===== config.mk =====
export PLATFORM = sky130hd
export DESIGN_NAME = mfb_store
export DESIGN_NICKNAME = d
export VERILOG_FILES = /design/src/mfb_pkg.sv /design/src/mfb_store.sv
export SDC_FILE = /design/constraint.sdc
export NUM_CORES = 2
export LEC_CHECK = 0
export CORE_MARGIN = 5
export CORE_UTILIZATION = 25
export DETAILED_ROUTE_END_ITERATION = 6
export DONT_BUFFER_PORTS = 1
export SLEW_MARGIN = 10
export SYNTH_ARGS = -nofsm -noshare
export SYNTH_HDL_FRONTEND = slang
export SYNTH_SLANG_ARGS = --single-unit
export TNS_END_PERCENT = 50

===== constraint.sdc =====
create_clock -name clk -period 5.48 [get_ports clk]
set_clock_uncertainty 0.2 [all_clocks]
set_input_delay 1.096 -clock clk [delete_from_list [all_inputs] [get_ports clk]]
set_output_delay 1.096 -clock clk [all_outputs]
set_load 0.005 [all_outputs]

===== src/mfb_pkg.sv =====
// Shared types, defaults and sizing helpers for the monochrome framebuffer bar drawer.
`default_nettype none

package mfb_pkg;

  localparam int SCREEN_WIDTH_DEF  = 128;
  localparam int SCREEN_HEIGHT_DEF = 32;
  localparam int BYTE_ADDR_W       = 9;

  typedef enum logic [2:0] {
    FN_PIXEL = 3'd0,
    FN_HBAR  = 3'd1,
    FN_VBAR  = 3'd2,
    FN_CLEAR = 3'd3,
    FN_READ  = 3'd4
  } func_t;

  typedef enum logic [2:0] {
    ST_INIT,
    ST_IDLE,
    ST_RD,
    ST_WR,
    ST_CLEAR,
    ST_DONE
  } state_t;

  typedef struct packed {
    func_t      func;
    logic [7:0] x_pos;
    logic [7:0] y_pos;
    logic [7:0] end_pos;
    logic [7:0] thickness;
    logic       pixel_on;
  } mfb_draw_t;

  function automatic int mfb_pages(input int h);
    return (h + 7) >> 3;
  endfunction

  function automatic int mfb_col_w(input int w);
    return $clog2(w);
  endfunction

  function automatic int mfb_pg_w(input int h);
    return (mfb_pages(h) > 1) ? $clog2(mfb_pages(h)) : 1;
  endfunction

  function automatic int mfb_addr_w(input int w, input int h);
    return $clog2(w * mfb_pages(h));
  endfunction

endpackage

`default_nettype wire


===== src/mfb_store.sv =====
// Frame store: one write port, one registered read port.
`default_nettype none

module mfb_store
  import mfb_pkg::*;
#(
  parameter int DEPTH  = SCREEN_WIDTH_DEF * 4,
  parameter int ADDR_W = $clog2(DEPTH)
) (
  input  wire logic              clk,
  input  wire logic              we,
  input  wire logic [ADDR_W-1:0] waddr,
  input  wire logic [7:0]        wdata,
  input  wire logic              re,
  input  wire logic [ADDR_W-1:0] raddr,
  output logic      [7:0]        rdata
);

  logic [7:0] mem [DEPTH];

  always_ff @(posedge clk) begin
    if (we) begin
      mem[waddr] <= wdata;
    end
  end

  always_ff @(posedge clk) begin
    if (re) begin
      rdata <= mem[raddr];
    end
  end

endmodule

`default_nettype wire


# After elaboration in Yosys (flattened, before gate mapping)
# Memory sizes are Yosys's and may differ from the RTL's. A register that Yosys moved wholly into a read port is not among the register bits.
# Cells that the tools add are included.
# word_totals
register_bits	0
mem_bits_rw	4096
in_bits	29
output_inout_bits	8
wordCells	3
n_memories	1
# mem_list
memory	words	word_bits	read_ports	rd_ports_with_merged_regs	wr	line	text
mem	512	8	1	1	1	mfb_store.sv:19	logic [7:0] mem [DEPTH];
# classes
n_mux	2
# ops
cell	count
two-way mux 1 bit	2

# Logic depth before layout (Yosys ltp)
# logic_depth
word_depth	2
ltp_mapped	12
ltp_nobuf	7

# Worst setup path before layout
# OpenSTA, ideal clock, no wires.
# synth_path
kind	input -> register
startpoint	in raddr[0]
endpoint	reg rdata[0] (read register of mem), data pin
setup_time_ps	257
arrival_ps	2950
required_ps	5023
setup_slack_ps	2073
path_stages	10
path_buffers	4
path_cell_list	buf_4 buf_12 buf_12 buf_2 mux4_2 o21ai_0 nand3_1 nand4_1 o21ai_0 o2111a_1
# synth_rtl
item	line	text
start: declaration	mfb_store.sv:15	input wire logic [ADDR_W-1:0] raddr,
end: declaration	mfb_store.sv:16	output logic [7:0] rdata

==> run_results.csv <==
group,metric,value,unit
run_status,outcome,"finished, violations left",
run_status,violations,"slew limit",
global_route,grtUsageTotal,0.125,
sta,worstMarginPinSlew,2010,ps
synthesis,syn_inst,8030,
critical_path,path_common_cell,"buf_16",
final_layout,post-route-util,0.291,
routing,routed_wl,428,mm
floorplan,core_region_area,0.638,sq mm
power,power_switching,13.7,mW
power,vdd.ir_drop.worst,0.253,mV
clock_network,cts_tree,"built",
power,swShare,0.211,
routing,vias_per_cell,4.78,
final_layout,multi_input_comb_area,0.0341,sq mm
synthesis,syn_area_per_cell,19.9,sq um
placement,io_buffers,0,
sta,post-route-period-util,0.962,
routing,drc,0,
global_route,antenna_found_initial,15,
global_route,overflow,0,
sta,slew_headroom,-0.337,
global_route,grt_pass1_vias,80656,
final_layout,final_cell_mix,"edfxtp_1, mux2i_1, mux4_2",
critical_path,cp_slowest_cell,"nor4_2",
routing,antenna_left,0,
final_layout,final_common_cell,"edfxtp_1",
critical_path,worstSetupPathType,"input port to register",
placement,dp_slack,-2570,ps
critical_path,cp.buffers_inverters,4,
clock_network,h-tree-depth,5,
final_layout,synthToLayoutAreaGrowth,15.9,%
critical_path,path_cells,"buf_16 > buf_16 > nand2b_4 > buf_12 > o221ai_1 > a21oi_1 > nor4_1 > buf_4 > nand4_1 > nor4_2 > o2111a_1",
global_route,grt_util_met2,0.203,
clock_network,cts_buffer_depth,4,
floorplan,die_area,0.656,sq mm
power,internal-power,51.4,mW
sta,holdWs,56.4,ps
critical_path,crit_path_max_incr_delay,1090,ps
global_route,grt_pass1_wl,609,mm
sta,final-max-slew-violation-count,553,
synthesis,syn_nets,8059,
power,clock_power_share,0.424,
routing,vias,81944,
sta,setup_viol,0,
synthesis,synth_top_area_cell,"edfxtp_1",
power,finalPower,65.1,mW
clock_network,cts_buffers,407,
sta,worst_slack,209,ps
clock_network,cts_sinks,4104,
critical_path,worstSetupStartpointType,"input port",
global_route,grt.busiest_layer,"met2",
sta,hold_viol,0,
critical_path,path_max_fanout,127,
routing,post_drt_wl_per_cell,25.0,um
power,p_comb_frac,0.043,
global_route,grt_util_met1,0.171,
critical_path,cp_top_family,"simple AND/OR/NAND/NOR gates",
global_route,use_met3,0.0239,
floorplan,io_pins,37,
routing,drt_first_pass_iters,6,
final_layout,fin_area,0.185,sq mm
sta,period_needed,5270,ps
critical_path,cp.required,6120,ps
min_path,hp-class,"input port to register",
synthesis,yosys-top-cells-area,"edfxtp_1, mux4_2, mux2i_1",
placement,place.gp.congestion,0.798,
global_route,grt_max_degree,622,
placement,hpwl,235,mm
floorplan,rows,293,
synthesis,dominantRegCellSynth,"edfxtp_1",
flow_run,cap_violations,0,
placement,postPlaceCellArea,0.172,sq mm
final_layout,nets,8412,
sta,max_freq,190,MHz
synthesis,ys_types,50,
synthesis,ys_async_sr_fraction,0,
clock_network,clkLatencyLatePin,980,ps
final_layout,drive_gt1_frac,0.199,
synthesis,ys_seq_area_frac,0.770,
floorplan,die_h,810,um
synthesis,synth_edf_count,4104,
clock_network,clkTransAtPathRegs,60,ps
synthesis,synth_seq_cells,4104,
floorplan,die_w,810,um
critical_path,critPathArrivalTime,5910,ps
final_layout,nFillCells,61757,
power,p_leak,57.4,nW
critical_path,end_kind,"register",
sta,rsz0062_at_grt,"false",
floorplan,start_util,0.251,
clock_network,cts-root-buf,"clkbuf_16",
power,cellPowerDensity,351,mW/mm^2
synthesis,syn-cell-area,0.160,sq mm
synthesis,yosys_warnings,0,
synthesis,yosysTopAreaCellShare,0.770,
routing,drt_iter0_drc,9572,
power,pwr-share-seq,0.532,
final_layout,regArea,0.123,sq mm
[power groups by stage]
stage               clock network, mW  registers [mW]  logic [mW]
global placement                    0            35.3        2.38
floorplan                           0            35.3        1.64
CTS                              28.0            34.7        2.43
finish                           27.6            34.7        2.83
global route                     29.4            34.6        2.96
detailed placement                  0            35.3        2.39
[path summary, 6_finish.rpt]
path,start,end,slack [ps],cells after the start
worst max-delay path,raddr[1],rdata[0],210,11
worst min-delay path,wdata[5],mem[260][5],60,0
worst max register to register,mem[42][0],rdata[0],2010,8
worst min register to register,mem[358][2],rdata[2],990,6
[Yosys cell counts, types with 2 or more instances]
cell type	instances
edfxtp_1	4104
mux2i_1	797
mux4_2	654
nor2_1	597
o221ai_1	371
clkbuf_1	265
a21oi_1	194
o22ai_1	163
o21ai_0	118
nand2_1	111
nor3_1	109
buf_4	70
buf_6	64
a22oi_1	61
buf_2	57
buf_1	41
nand3_1	36
nor4_1	36
nand4_1	32
and2_1	20
a211oi_1	17
o31ai_1	13
buf_8	11
nor3b_1	8
o2111a_1	8
o41ai_1	7
nor2b_1	6
or3_1	6
a22o_1	5
buf_12	5
o311ai_0	5
and3_1	4
and3b_1	4
nand2b_1	4
or2_2	4
a2111oi_0	3
o22a_1	3
a211o_1	2
a31oi_1	2
inv_1	2
o211ai_1	2
[what timing repair did]
| action | CTS | global route |
|---|---|---|
| hold buffers | 1 | 0 |
| endpoints found under the setup margin | 8 | 8 |
| setup buffers | 0 | 0 |
| endpoints found under the hold margin | 8 | 0 |
| gates resized for setup | 0 | 0 |
| pin swaps | 0 | 0 |
| cloned | 7 | 2 |
[worst reg2reg max path, cell delays in order (launching register included)]
cell      delay (ps)
edfxtp_1         330
mux2i_1           80
o221ai_1         400
a21oi_1          270
nor4_1           360
buf_4            200
nand4_1          120
nor4_2          1090
o2111a_1         320
[layer usage]
layer / up-vias / share of wire
met5: - / 0.00011
met4: 6 / 0.028
met3: 642 / 0.080
met2: 3574 / 0.48
met1: 43493 / 0.41
li1: 34229 / -
[sequential cells by signal (all words and copies together) (netlist names)]
signal / cells
mem: 4096
rdata: 8
[stage by stage]
step | std cells | setup TNS, ps
6_report | 17128 | 0
5_1_grt | 17119 | 0
4_1_cts | 17103 | 0
3_5_place_dp | 16357 | -19340
3_3_place_gp | 16356 | -19390
2_1_floorplan | 8030 | 0
[cell families (layout without fill, tap and decap cells)]
| logic type | Yosys count | count (layout) | share of synthesized area |
|---|---|---|---|
| flops | 4104 | 4104 | 0.770 |
| mux | 1451 | 1451 | 0.142 |
| simple gates | 980 | 980 | 0.0263 |
| compound gates | 979 | 979 | 0.0431 |
| buf+inv | 516 | 1198 | 0.0185 |
| other cells | 0 | 9 | 0 |
[cell type report]
class | count | area share
Antenna cell | 9 | 0.000121
Clock buffer | 483 | 0.0574
Sequential cell | 4104 | 0.665
Clock inverter | 255 | 0.0132
Tap cell | 8407 | 0.0567
Inverter | 3 | 0.000101
Multi-Input combinational cell | 3410 | 0.184
Timing Repair Buffer | 457 | 0.0242
No activity file was read; power rests on OpenSTA's default activity.
