**config.mk**
```make
export PLATFORM = sky130hd
export DESIGN_NAME = mfb_seq
export DESIGN_NICKNAME = d
export VERILOG_FILES = /design/src/mfb_pkg.sv /design/src/mfb_mask.sv /design/src/mfb_seq.sv
export SDC_FILE = /design/constraint.sdc
export NUM_CORES = 1
export LEC_CHECK = 0
export BUFFER_PORTS_ARGS = -buffer_cell sky130_fd_sc_hd__buf_2
export CORE_ASPECT_RATIO = 0.9
export CORE_MARGIN = 2
export CORE_UTILIZATION = 50
export CTS_BUF_LIST = sky130_fd_sc_hd__clkbuf_4
export DETAILED_ROUTE_END_ITERATION = 10
export PLACE_DENSITY = 0.84
export SYNTH_ARGS = -nofsm -noshare
export SYNTH_HDL_FRONTEND = slang
export SYNTH_SLANG_ARGS = --single-unit
export TNS_END_PERCENT = 50
```
**constraint.sdc**
```tcl
create_clock -name clk -period 3.5 [get_ports clk]
set_input_delay 0.35 -clock clk [delete_from_list [all_inputs] [get_ports clk]]
set_output_delay 0.35 -clock clk [all_outputs]
set_load 0.05 [all_outputs]
```
**src/mfb_pkg.sv**
```systemverilog
// Shared types, defaults and sizing helpers for the monochrome framebuffer bar drawer.
`default_nettype none

package mfb_pkg;

  localparam int SCREEN_WIDTH_DEF  = 128;
  localparam int SCREEN_HEIGHT_DEF = 32;
  localparam int BYTE_ADDR_W       = 9;

  typedef enum logic [2:0] {
    FN_PIXEL = 3'd0,
    FN_HBAR  = 3'd1,
    FN_VBAR  = 3'd2,
    FN_CLEAR = 3'd3,
    FN_READ  = 3'd4
  } func_t;

  typedef enum logic [2:0] {
    ST_INIT,
    ST_IDLE,
    ST_RD,
    ST_WR,
    ST_CLEAR,
    ST_DONE
  } state_t;

  typedef struct packed {
    func_t      func;
    logic [7:0] x_pos;
    logic [7:0] y_pos;
    logic [7:0] end_pos;
    logic [7:0] thickness;
    logic       pixel_on;
  } mfb_draw_t;

  function automatic int mfb_pages(input int h);
    return (h + 7) >> 3;
  endfunction

  function automatic int mfb_col_w(input int w);
    return $clog2(w);
  endfunction

  function automatic int mfb_pg_w(input int h);
    return (mfb_pages(h) > 1) ? $clog2(mfb_pages(h)) : 1;
  endfunction

  function automatic int mfb_addr_w(input int w, input int h);
    return $clog2(w * mfb_pages(h));
  endfunction

endpackage

`default_nettype wire

```
**src/mfb_mask.sv**
```systemverilog
// Per-byte coverage mask and merge for pixel and bar operations.
`default_nettype none

module mfb_mask
  import mfb_pkg::*;
#(
  parameter int SCREEN_WIDTH  = SCREEN_WIDTH_DEF,
  parameter int SCREEN_HEIGHT = SCREEN_HEIGHT_DEF,
  parameter int COL_W         = mfb_col_w(SCREEN_WIDTH),
  parameter int PG_W          = mfb_pg_w(SCREEN_HEIGHT)
) (
  input  wire mfb_draw_t        draw,
  input  wire logic [COL_W-1:0] col,
  input  wire logic [PG_W-1:0]  page,
  input  wire logic [7:0]       old_byte,
  output logic      [7:0]       new_byte
);

  logic [7:0] col8;
  logic       col_hbar;
  logic       col_vbar;
  logic       col_pix;
  logic [7:0] mask;
  logic       set_val;

  assign col8     = 8'(col);
  assign col_hbar = (col8 >= draw.x_pos) && (col8 < draw.end_pos);
  // thickness run starting at x_pos, wrapping at 256
  assign col_vbar = 8'(col8 - draw.x_pos) < draw.thickness;
  assign col_pix  = (col8 == draw.x_pos);

  for (genvar b = 0; b < 8; b++) begin : g_bit
    logic [7:0] row;
    logic       on_screen;
    logic       row_hbar;
    logic       row_vbar;
    logic       row_pix;

    assign row       = 8'({page, 3'(b)});
    assign on_screen = {1'b0, row} < 9'(SCREEN_HEIGHT);
    assign row_hbar  = 8'(row - draw.y_pos) < draw.thickness;
    assign row_vbar  = (row >= draw.y_pos) && (row < draw.end_pos);
    assign row_pix   = (row == draw.y_pos);

    always_comb begin
      unique case (draw.func)
        FN_PIXEL: mask[b] = on_screen && col_pix && row_pix;
        FN_HBAR:  mask[b] = on_screen && col_hbar && row_hbar;
        FN_VBAR:  mask[b] = on_screen && col_vbar && row_vbar;
        default:  mask[b] = 1'b0;
      endcase
    end
  end

  assign set_val  = (draw.func == FN_PIXEL) ? draw.pixel_on : 1'b1;
  assign new_byte = set_val ? (old_byte | mask) : (old_byte & ~mask);

endmodule

`default_nettype wire

```
**src/mfb_seq.sv**
```systemverilog
// Sequencer: walks touched bytes; read-modify-write for draws, zero-fill for clear.
`default_nettype none

module mfb_seq
  import mfb_pkg::*;
#(
  parameter int SCREEN_WIDTH  = SCREEN_WIDTH_DEF,
  parameter int SCREEN_HEIGHT = SCREEN_HEIGHT_DEF,
  parameter int ADDR_W        = mfb_addr_w(SCREEN_WIDTH, SCREEN_HEIGHT)
) (
  input  wire logic                   clk,
  input  wire logic                   rst,
  input  wire logic                   in_valid,
  output logic                        in_stall,
  input  wire logic [2:0]             func,
  input  wire logic [7:0]             x_pos,
  input  wire logic [7:0]             y_pos,
  input  wire logic [7:0]             end_pos,
  input  wire logic [7:0]             thickness,
  input  wire logic                   pixel_on,
  input  wire logic [BYTE_ADDR_W-1:0] byte_addr,
  output logic                        done_valid,
  input  wire logic                   done_ready,
  output logic [7:0]                  result,
  output logic                        mem_we,
  output logic [ADDR_W-1:0]           mem_waddr,
  output logic [7:0]                  mem_wdata,
  output logic                        mem_re,
  output logic [ADDR_W-1:0]           mem_raddr,
  input  wire logic [7:0]             mem_rdata
);

  localparam int PAGES       = mfb_pages(SCREEN_HEIGHT);
  localparam int STORE_BYTES = SCREEN_WIDTH * PAGES;
  localparam int COL_W       = mfb_col_w(SCREEN_WIDTH);
  localparam int PG_W        = mfb_pg_w(SCREEN_HEIGHT);

  state_t            state, state_next;
  logic [COL_W-1:0]  col, col_next;
  logic [COL_W-1:0]  col_lo, col_lo_next;
  logic [COL_W-1:0]  col_hi, col_hi_next;
  logic [PG_W-1:0]   page, page_next;
  logic [PG_W-1:0]   page_hi, page_hi_next;
  mfb_draw_t         op, op_next;
  logic [ADDR_W-1:0] rd_addr, rd_addr_next;
  logic [7:0]        result_next;

  logic [ADDR_W-1:0] byte_idx;
  logic              last;
  logic [7:0]        merged;
  logic [8:0]        end_cl;
  logic [8:0]        end_rl;
  func_t             func_in;

  assign byte_idx = ADDR_W'(col) + ADDR_W'(ADDR_W'(page) * ADDR_W'(SCREEN_WIDTH));
  assign last     = (col == col_hi) && (page == page_hi);
  assign end_cl   = ({1'b0, end_pos} < 9'(SCREEN_WIDTH)) ? {1'b0, end_pos} : 9'(SCREEN_WIDTH);
  assign end_rl   = ({1'b0, end_pos} < 9'(SCREEN_HEIGHT)) ? {1'b0, end_pos}
                                                          : 9'(SCREEN_HEIGHT);
  assign func_in  = func_t'(func);

  assign mem_waddr = byte_idx;
  assign mem_raddr = (op.func == FN_READ) ? rd_addr : byte_idx;

  mfb_mask #(
    .SCREEN_WIDTH (SCREEN_WIDTH),
    .SCREEN_HEIGHT(SCREEN_HEIGHT),
    .COL_W        (COL_W),
    .PG_W         (PG_W)
  ) u_mask (
    .draw    (op),
    .col     (col),
    .page    (page),
    .old_byte(mem_rdata),
    .new_byte(merged)
  );

  always_ff @(posedge clk) begin
    if (rst) begin
      state   <= ST_INIT;
      col     <= '0;
      col_lo  <= '0;
      col_hi  <= COL_W'(SCREEN_WIDTH - 1);
      page    <= '0;
      page_hi <= PG_W'(PAGES - 1);
    end else begin
      state   <= state_next;
      col     <= col_next;
      col_lo  <= col_lo_next;
      col_hi  <= col_hi_next;
      page    <= page_next;
      page_hi <= page_hi_next;
    end
  end

  always_ff @(posedge clk) begin
    op      <= op_next;
    rd_addr <= rd_addr_next;
    result  <= result_next;
  end

  always_comb begin
    state_next   = state;
    col_next     = col;
    col_lo_next  = col_lo;
    col_hi_next  = col_hi;
    page_next    = page;
    page_hi_next = page_hi;
    op_next      = op;
    rd_addr_next = rd_addr;
    result_next  = result;
    in_stall     = 1'b1;
    done_valid   = 1'b0;
    mem_we       = 1'b0;
    mem_wdata    = merged;
    mem_re       = 1'b0;

    unique case (state)
      ST_INIT, ST_CLEAR: begin
        mem_we    = 1'b1;
        mem_wdata = '0;
        if (last) begin
          state_next = (state == ST_INIT) ? ST_IDLE : ST_DONE;
        end else if (col == col_hi) begin
          col_next  = col_lo;
          page_next = PG_W'(page + 1'b1);
        end else begin
          col_next = COL_W'(col + 1'b1);
        end
      end

      ST_IDLE: begin
        in_stall = 1'b0;
        if (in_valid) begin
          op_next      = '{func: func_in, x_pos: x_pos, y_pos: y_pos, end_pos: end_pos,
                           thickness: thickness, pixel_on: pixel_on};
          result_next  = '0;
          state_next   = ST_DONE;
          unique case (func_in)
            FN_PIXEL: begin
              if (({1'b0, x_pos} < 9'(SCREEN_WIDTH)) && ({1'b0, y_pos} < 9'(SCREEN_HEIGHT))) begin
                col_next     = COL_W'(x_pos);
                col_lo_next  = COL_W'(x_pos);
                col_hi_next  = COL_W'(x_pos);
                page_next    = PG_W'(y_pos >> 3);
                page_hi_next = PG_W'(y_pos >> 3);
                state_next   = ST_RD;
              end
            end
            FN_HBAR: begin
              if (({1'b0, x_pos} < end_cl) && (thickness != 8'd0)) begin
                col_next     = COL_W'(x_pos);
                col_lo_next  = COL_W'(x_pos);
                col_hi_next  = COL_W'(end_cl - 9'd1);
                page_next    = '0;
                page_hi_next = PG_W'(PAGES - 1);
                state_next   = ST_RD;
              end
            end
            FN_VBAR: begin
              // every column is visited since the thickness run may wrap
              if (({1'b0, y_pos} < end_rl) && (thickness != 8'd0)) begin
                col_next     = '0;
                col_lo_next  = '0;
                col_hi_next  = COL_W'(SCREEN_WIDTH - 1);
                page_next    = PG_W'(y_pos >> 3);
                page_hi_next = PG_W'((end_rl - 9'd1) >> 3);
                state_next   = ST_RD;
              end
            end
            FN_CLEAR: begin
              col_next     = '0;
              col_lo_next  = '0;
              col_hi_next  = COL_W'(SCREEN_WIDTH - 1);
              page_next    = '0;
              page_hi_next = PG_W'(PAGES - 1);
              state_next   = ST_CLEAR;
            end
            FN_READ: begin
              if (32'(byte_addr) < 32'(STORE_BYTES)) begin
                rd_addr_next = ADDR_W'(byte_addr);
                state_next   = ST_RD;
              end
            end
            default: begin
              state_next = ST_DONE;
            end
          endcase
        end
      end

      ST_RD: begin
        mem_re     = 1'b1;
        state_next = ST_WR;
      end

      ST_WR: begin
        if (op.func == FN_READ) begin
          result_next = mem_rdata;
          state_next  = ST_DONE;
        end else begin
          mem_we = 1'b1;
          if (last) begin
            state_next = ST_DONE;
          end else if (col == col_hi) begin
            col_next   = col_lo;
            page_next  = PG_W'(page + 1'b1);
            state_next = ST_RD;
          end else begin
            col_next   = COL_W'(col + 1'b1);
            state_next = ST_RD;
          end
        end
      end

      ST_DONE: begin
        done_valid = 1'b1;
        if (done_ready) begin
          state_next = ST_IDLE;
        end
      end

      default: begin
        state_next = ST_IDLE;
      end
    endcase
  end

`ifndef SYNTHESIS
  a_waddr_in_store: assert property (@(posedge clk) disable iff (rst)
    mem_we |-> (32'(mem_waddr) < 32'(STORE_BYTES)))
    else $error("write beyond frame store");

  a_walk_in_bounds: assert property (@(posedge clk) disable iff (rst)
    ((state == ST_RD || state == ST_WR) && op.func != FN_READ)
      |-> (col <= col_hi && page <= page_hi))
    else $error("byte walk left its range");

  a_result_held: assert property (@(posedge clk) disable iff (rst)
    (done_valid && !done_ready) |=> (done_valid && $stable(result)))
    else $error("finished word changed while waiting");

  a_no_write_when_open: assert property (@(posedge clk) disable iff (rst)
    !in_stall |-> (!mem_we && !mem_re))
    else $error("store access while taking a new word");
`endif

endmodule

`default_nettype wire

```
---- Yosys cells after proc, flatten, opt, wreduce, memory -nomap -nowiden ----
Index checks and enable logic that the tools add are counted.
storage, ports and cells
  register bits ........................... 81
  input bits .............................. 57
  output and inout port bits .............. 38
  word-level logic and storage cells ...... 239
cells by class
  add/subtract/negate cells ............... 14
  $lt $le $gt $ge ......................... 41
  equality and inequality tests ........... 35
  mux-type cells .......................... 57
  bitwise operators ....................... 3
  reduce and logical (&&, ||, !) cells .... 75
operators by type and width
  operator              number
  $lt A8 B8 Y1          11
  $eq A5 B8 Y1          8
  $ge A5 B8 Y1          8
  $lt A5 B8 Y1          8
  $sub A5 B8 Y8         8
  $mux W7               9
  $logic_and A1 B1 Y1   61
  $pmux W7 S4           2
  $lt A5 B6 Y1 const B  8
  $mux W8               6
  $pmux W3 S5           2
  $mux W3               9
  $pmux W1 S3           8
  $pmux W7 S3           1
  $mux W2               9
  $lt A8 B6 Y1 const B  2
  $lt A8 B8 Y1 const B  2
  $ne A2 B2 Y1 const B  8
  $pmux W2 S4           2
  $pmux W8 S2           1
  $eq A3 B2 Y1 const B  5
  $eq A3 B3 Y1 const B  4
  $add A7 B9 Y9         1
  $eq A3 B1 Y1 const B  3
  other kinds (29)      39

---- Logic depth before layout (Yosys ltp) ----
Gate-level depths: netlist (run 1).
  word-level depth ........................ 9
  gate-level depth with buffers ........... 15
  gate-level depth less buffers ........... 15

---- Cells and area by module ----
A second synthesis (run 1) with hierarchy kept.
unflattened totals
  cells, all modules ...................... 835
  area total of the unflattened synthesis .. 7,495.9 µm²
by module, submodules not included
  module    instances  cells an instance  area each (µm²)
  mfb_seq   1          407                4,264.1
  mfb_mask  1          428                3,231.8

---- Worst setup path before layout (run 1) ----
OpenSTA, ideal clock, no wires.
  path type ............................... register to output
  start point ............................. register col[1]
  end point ............................... output port mem_wdata[2]
  arrival time ............................ 4,242 ps
  setup slack ............................. -1,092 ps
  stages on the path, launching flop included .. 15
  path buffers ............................ 0
  path through ............................ dfxtp_1 > ha_1 > nor2b_1 > o21ai_0 > a21boi_0 > o21ai_0 > a211oi_1 > xnor2_1 > ha_1 > a21oi_1 > nand3_1 > a211oi_1 > o2111ai_1 > o211ai_1 > mux2i_1
on the way
  longest elaborated chain between the ends .. 9
  elaborated cells between the ends (all ways) .. 18
ends and longest elaborated chain
  item                                                        line                            source
  start, declared                                             mfb_seq.sv:39                   logic [COL_W-1:0] col, col_next;
  start signal, assigned                                      mfb_seq.sv:88                   col <= col_next;
  $sub A7 B8 Y8 (tied with other cells)                       mfb_mask.sv:29                  assign col_vbar = 8'(col8 - draw.x_pos) < draw.thickness;
  $lt A8 B8 Y1 or $logic_and A1 B1 Y1 (tied branches)         mfb_mask.sv:29, mfb_mask.sv:27
  $logic_and A1 B1 Y1, on equally long branches (2 in a row)  mfb_mask.sv:49, mfb_mask.sv:48
  $pmux W1 S3 (*)                                             mfb_mask.sv:46                  unique case (draw.func)
  $not A8 Y8                                                  mfb_mask.sv:56                  assign new_byte = set_val ? (old_byte | mask) : (old_byte & ~mask);
  $and A8 B8 Y8                                               mfb_mask.sv:56
  $mux W8 (*)                                                 mfb_mask.sv:56
  $mux W8 (*)                                                 mfb_seq.sv:118                  unique case (state)
  end, declared                                               mfb_seq.sv:27                   output logic [7:0] mem_wdata,
Every way passes the cells marked *; elsewhere a longest branch is shown, timed or not.

---- Final worst setup path (run 1) ----
  start point ............................. register col[0]
  end point ............................... output port mem_wdata[6]
The elaborated chain is that of the path after synthesis.

==> qor.csv, run 1 <==
metric,value,unit
cp.depth,17,
track_usage,0.300,
peakVddDrop,217,µV
yosysUniqueCellTypes,68,
yosysMostFrequentCell,ha_1,
grt_pass1_wl,37200,µm
initialDrtViolationCount,862,
power.clock.fraction,0.331,
start_kind,flop,
grt-ovfl-total,0,
setup_ws,-669,ps
drv_slew,0,
path_max_fanout,7,
grt_max_degree,38,
grt_pass1_vias,6896,
avgViaCountPerCell,6.21,
clockRootBuffer,clkbuf_4,
vias,7184,
period_needed,4170,ps
initial_utilization,0.516,
clockBufferDepth,2,
r2r_end,col[1],
switching_share,0.274,
fin_util,0.630,
status,finished with violations,
ant_nets,0,
die_area,15500,µm²
setup_viol,8,
cts_tree,done,
drt-pass1-iter-count,5,
p_int,1.41,mW
antenna_found_initial,0,
power_frac_comb,0.145,
worstPathBufferInverterCount,4,
cp_common_cell,buf_6,
ctsHoldBuffers,0,
cp_data_required_time,3150,ps
synth_area,7280,µm²
rsz0062_at_grt,true,
hold_class,in2reg,
portBuffers,94,
dp_slack,-293,ps
synth_edf_count,53,
yosysWarnings,0,
yosysSeqAreaShare,0.296,
setup.worst_path.start,col[0],
numCtsBuffers,9,
async_reset_ff_frac,0,
worstSkewPairLatency,450,ps
io_pins,95,
final_cell_count_no_fill,1156,
yosys-top-cells-area,"edfxtp_1 (22%), ha_1 (18%), dfxtp_1 (7.7%), xnor2_1 (5.3%), o21ai_0 (4.4%)",
path_class,reg2out,
synth_cells,809,
worstMarginPinSlew,1020,ps
totalWireLength,23300,µm
final_nets,1123,
crit_family,compound AO/OA/AOI/OAI gates,
hpwl,18100,µm
ff2ff_path_depth,6,
crit_chain,inv_4 > ha_4 > inv_2 > fa_2 > a21o_1 > a22oi_2 > nor2b_4 > xnor2_1 > ha_1 > o2111ai_2 > nand3_2 > a211oi_4 > buf_6 > nand4_1 > o311ai_2 > mux2i_2 > buf_6,
place_congestion,0.999,
drc,0,
power_leakage,3.71,nW
placedCellCount,1135,
worstReg2RegStart,state[0],
placementRows,41,
power.density,219,nW/µm²
end_kind,output port,
slew_headroom,0.312,
worstPathArrival,3820,ps
synthTopCellsByCount,"ha_1 (105), o21ai_0 (64), nand2_1 (57)",
synth_top_area_share,0.219,
areaGrowthSynthToFinish,22.2,%
finalCritPeriodShare,1.19,
layout-drive-gt1-share,0.258,
cp-endpoint,mem_wdata[6],
avgSynthCellArea,9.00,µm²
r2r_slack,800,ps
max_stage_delay,380,ps
synth_seq_cells,81,
maxCapViolations,0,
die_h,118,µm
synth_flop_cell,edfxtp_1,
fmax,0.240,GHz
hold_violations,0,
core-area,14100,µm²
clock_skew,17.2,ps
power_switching,0.532,mW
clk_pin_slew,140,ps
die_w,131,µm
antennaDiodeCount,0,
p_seq_frac,0.524,
cp_slowest_cell,dfxtp_4,
htree_levels,3,
yosysTopAreaCell,edfxtp_1,
cts_sinks,81,
failed_checks,setup timing,
wl_per_cell,20.1,µm
worst register-to-register path: stages, from the launching register on:
cell,delay [ps]
dfxtp_1,590
and3b_1,480
nand2b_1,140
o311a_1,190
o21bai_1,380
or4_1,620
a21oi_1,210
cells in the final DEF, fill, tap and decap left out, types with 8 or more instances in the layout:
| master | count |
|---|---|
| ha_1 | 100 |
| buf_2 | 86 |
| buf_4 | 74 |
| o21ai_0 | 60 |
| nand2_1 | 57 |
| edfxtp_1 | 53 |
| xnor2_1 | 44 |
| inv_1 | 43 |
| a21oi_1 | 43 |
| nand3_1 | 33 |
| nor2_1 | 29 |
| xor2_1 | 20 |
| dfxtp_1 | 20 |
| a31oi_1 | 18 |
| o211ai_1 | 18 |
| nand4_1 | 17 |
| nand2b_1 | 14 |
| a21o_1 | 13 |
| a211o_1 | 11 |
| nor3_1 | 9 |
| o21a_1 | 9 |
| clkbuf_4 | 9 |
| and3_1 | 8 |
| and2_1 | 8 |
| buf_6 | 8 |
state kept, by name, indices dropped and copies added, names as in the netlist:
register  cells
col           7
col_hi        7
col_lo        7
op           36
page          2
page_hi       2
rd_addr       9
result        8
state         3
worst min path at each step:
stage                      start  cells after the start         end  slack [ps]
finish              byte_addr[5]                      1  rd_addr[5]          70
CTS                 byte_addr[5]                      1  rd_addr[5]          60
floorplan               pixel_on                      0       op[0]         450
global route        byte_addr[5]                      1  rd_addr[5]          40
global placement       col_lo[6]                      2   col_lo[6]         470
detailed placement     col_lo[6]                      2   col_lo[6]         470
layout make-up:
class	instances	area (µm²)
multi-input combinational	650	5060
tap	193	241
timing repair buffer	168	1080
inverter	48	183
sequential	81	2170
clock inverter	7	92.6
clock buffer	9	67.6
fill	1159	5210
stage by stage:
step | instance area (µm²) | total power, mW | hold slack [ps] | TNS [ps]
final | 8890 | 1.95 | 66.9 | -4890
after global routing | 8890 | 2.00 | 40.2 | -6040
after CTS | 8790 | 1.93 | 59.5 | -4710
after detailed placement | 8530 | 1.30 | 472 | -1670
after global placement | 8530 | 1.29 | 468 | -637
after floorplan | 7410 | 1.19 | 449 | -1680
kinds of logic (layout without fill, tap and decap cells):
logic type	count (synthesis)	count (layout)	share of synthesized area
XOR/XNOR	64	64	0.0770
AO/OA/AOI/OAI	241	241	0.217
adder cells (fa/ha/maj)	109	109	0.190
flip-flops	81	81	0.296
buffers and inverters	79	232	0.0411
AND/OR/NAND/NOR	218	218	0.155
multiplexers	16	16	0.0232
other	1	2	0.000515
timing repair:
action / 4_1_cts / 5_1_grt
setup endpoints to repair: 8 / 8
pin swaps: 14 / 15
buffers inserted: 3 / 2
resized for setup: 22 / 19
metal layers:
| layer | vias up | global-route usage | wire [µm] |
|---|---|---|---|
| met5 | - | 0 | 0 |
| met4 | 0 | 0.0734 | 429 |
| met3 | 41 | 0.0545 | 2330 |
| met2 | 415 | 0.461 | 10100 |
| met1 | 3371 | 0.436 | 10400 |
| li1 | 3357 | - | - |
power groups by stage:
stage               combinational (mW)  sequential [mW]  clock (mW)
finish                           0.281             1.02       0.644
global route                     0.303             1.02       0.676
CTS                              0.265             1.02       0.641
detailed placement               0.260             1.04           0
global placement                 0.254             1.04           0
floorplan                        0.133             1.06           0
No activity file was read; power rests on OpenSTA's default activity.
==> inputs of run 2 (changes only) <==
--- a/config.mk
+++ b/config.mk
@@ -8,10 +8,10 @@
 export BUFFER_PORTS_ARGS = -buffer_cell sky130_fd_sc_hd__buf_2
 export CORE_ASPECT_RATIO = 0.9
 export CORE_MARGIN = 2
-export CORE_UTILIZATION = 50
+export CORE_UTILIZATION = 35
 export CTS_BUF_LIST = sky130_fd_sc_hd__clkbuf_4
 export DETAILED_ROUTE_END_ITERATION = 10
-export PLACE_DENSITY = 0.84
+export PLACE_DENSITY = 0.66
 export SYNTH_ARGS = -nofsm -noshare
 export SYNTH_HDL_FRONTEND = slang
 export SYNTH_SLANG_ARGS = --single-unit
==> run 2 against run 1 <==
Effect of this change:
- the flow still finishes with violations (setup timing)
- first-iteration DRC count is 17% lower
- critical path type unchanged
- cell count grew 5.6%
- global-route usage shrank 8.7 points
- routed wire length fell by 0.83%
- worst setup slack gained 25 ps
- sequential share of layout area shrank 0.075 points
- largest power group unchanged
==> qor.csv, run 2 (synthesis gave the netlist of run 1 again) <==
metric,value,unit,change
status,finished with violations,,
failed_checks,setup timing,,
path_class,reg2out,,
cts_tree,done,,
vias,6961,,-3.1%
portBuffers,94,,unchanged
worstSkewPairLatency,460,ps,about the same
finalPower,1.88,mW,-3.6%
drv_slew,0,,unchanged
clockRootBuffer,clkbuf_4,,
die_w,156,µm,+19%
layout_commonest_cell,ha_1,,
drt-pass1-iter-count,5,,unchanged
die_h,141,µm,+19%
wl_per_cell,18.9,µm,-6.1%
fill_cells,1987,,+71%
slew_headroom,0.349,,+0.0366
ff2ff_path_depth,6,,unchanged
areaGrowthSynthToFinish,22.6,%,
ant_nets,0,,unchanged
place_congestion,0.968,,-3.1%
setup_viol,8,,unchanged
dp_slack,-262,ps,+30.4 ps
hpwl,18300,µm,+1.2%
reg_top3,"op: 36 flops, rd_addr: 9 flops, result: 8 flops",,
initialDrtViolationCount,715,,-17%
finalCritPeriodShare,1.18,,-0.00712
worstMarginPinSlew,967,ps,-53.9 ps
worstPathArrival,3790,ps,-30 ps
cp_slowest_cell,edfxtp_1,,
placementRows,50,,+22%
final_nets,1120,,-0.27%
fmax,0.241,GHz,+0.60%
clock_skew,19.5,ps,+2.30 ps
period_needed,4140,ps,-24.9 ps
cp-endpoint,mem_wdata[6],,
rsz0062_at_grt,true,,
htree_levels,3,,unchanged
peakVddDrop,127,µV,-42%
end_kind,output port,,
maxCapViolations,0,,unchanged
largest_register_ffs,36,,unchanged
clk_pin_slew,140,ps,about the same
largest-register,op,,
grt_pass1_vias,6527,,-5.4%
r2r_slack,870,ps,+70 ps
setup_ws,-644,ps,+24.9 ps
hold-worst-slack,48.4,ps,-18.6 ps
grt_pass1_wl,36100,µm,-2.8%
max_stage_delay,400,ps,+20 ps
power.density,210,nW/µm²,-3.9%
cts_sinks,81,,unchanged
worstReg2RegStart,state[0],,
power_leakage,3.68,nW,-0.60%
hold_class,in2reg,,
initial_utilization,0.354,,-0.162
totalWireLength,23100,µm,-0.83%
setup.worst_path.start,op[26],,
cp_data_required_time,3150,ps,about the same
final_cell_mix,"ha_1 (102), buf_2 (86), buf_4 (71)",,
layout-drive-gt1-share,0.250,,-0.00753
avgViaCountPerCell,5.70,,-8.3%
start_kind,flop,,
path_max_fanout,7,,unchanged
antenna_found_initial,1,,+1
numCtsBuffers,9,,unchanged
drc,0,,unchanged
fin_util,0.433,,-0.197
hold_violations,0,,unchanged
grt-ovfl-total,0,,unchanged
track_usage,0.213,,-0.0872
r2r_end,col[1],,
core-area,20600,µm²,+46%
grt_max_degree,38,,unchanged
setup_tns,-4860,ps,+36.4 ps
die_area,22000,µm²,+41%
ctsHoldBuffers,0,,unchanged
clockBufferDepth,2,,unchanged
crit_chain,inv_2 > ha_4 > nor2b_1 > o21ai_1 > a21boi_1 > o21ai_1 > a211oi_2 > xnor2_1 > ha_1 > a21oi_2 > nand3_2 > a211oi_4 > buf_6 > nand4_1 > o311ai_4 > mux2i_2 > buf_6,,
io_pins,95,,unchanged
[run 2: how the worst min path moves through the flow]
stage,from,to,depth (start not counted)
3_5_place_dp,col_lo[6],col_lo[6],2
3_3_place_gp,col_lo[6],col_lo[6],2
2_1_floorplan,pixel_on,op[0],0
5_1_grt,byte_addr[2],rd_addr[2],1
6_report,byte_addr[2],rd_addr[2],1
4_1_cts,byte_addr[2],rd_addr[2],1
[run 2: routing by layer]
layer  part of all wire  GRT usage  wire length, µm  up-vias
met2               0.42      0.311             9740      298
met3              0.094     0.0335             2170       34
met5                  0          0                0        -
li1                   -          -                -     3339
met1               0.46      0.316            10600     3290
met4              0.025     0.0744              576        0
[run 2: cell type report]
| cell class | count | area, µm² | area share |
|---|---|---|---|
| Antenna cell | 1 | 2.50 | 0.000281 |
| Sequential cell | 81 | 2170 | 0.243 |
| Timing Repair Buffer | 165 | 1050 | 0.118 |
| Clock buffer | 11 | 82.6 | 0.00926 |
| Tap cell | 260 | 325 | 0.0365 |
| Clock inverter | 5 | 55.1 | 0.00617 |
| Inverter | 48 | 183 | 0.0205 |
| Multi-Input combinational cell | 650 | 5050 | 0.566 |
[run 2: power by group]
part           internal [mW]  total, mW  switching, mW
Combinational          0.105      0.276          0.171
Sequential              1.02       1.02        0.00406
Clock                  0.233      0.579          0.346
[run 2: through the flow]
step,area [µm²],std cells
2_1_floorplan,7410,810
3_3_place_gp,8610,1201
4_1_cts,8870,1219
6_report,8920,1221
3_5_place_dp,8610,1201
5_1_grt,8920,1221
[run 2: critical path, delay by kind of cell (launching register included)]
kind            cells  cell delay [ps]
compound gates      7             1170
xor+xnor            1              140
fa+ha+maj           2              560
buf+inv             3              430
flops               1              400
mux                 1              260
simple gates        3              360
[run 2: what timing repair did]
action / CTS / global route
endpoints found under the setup margin: 8 / 8
buffers inserted: 2 / 1
pin swaps: 6 / 11
resized for setup: 28 / 7
hold endpoints to repair: 0 / 0
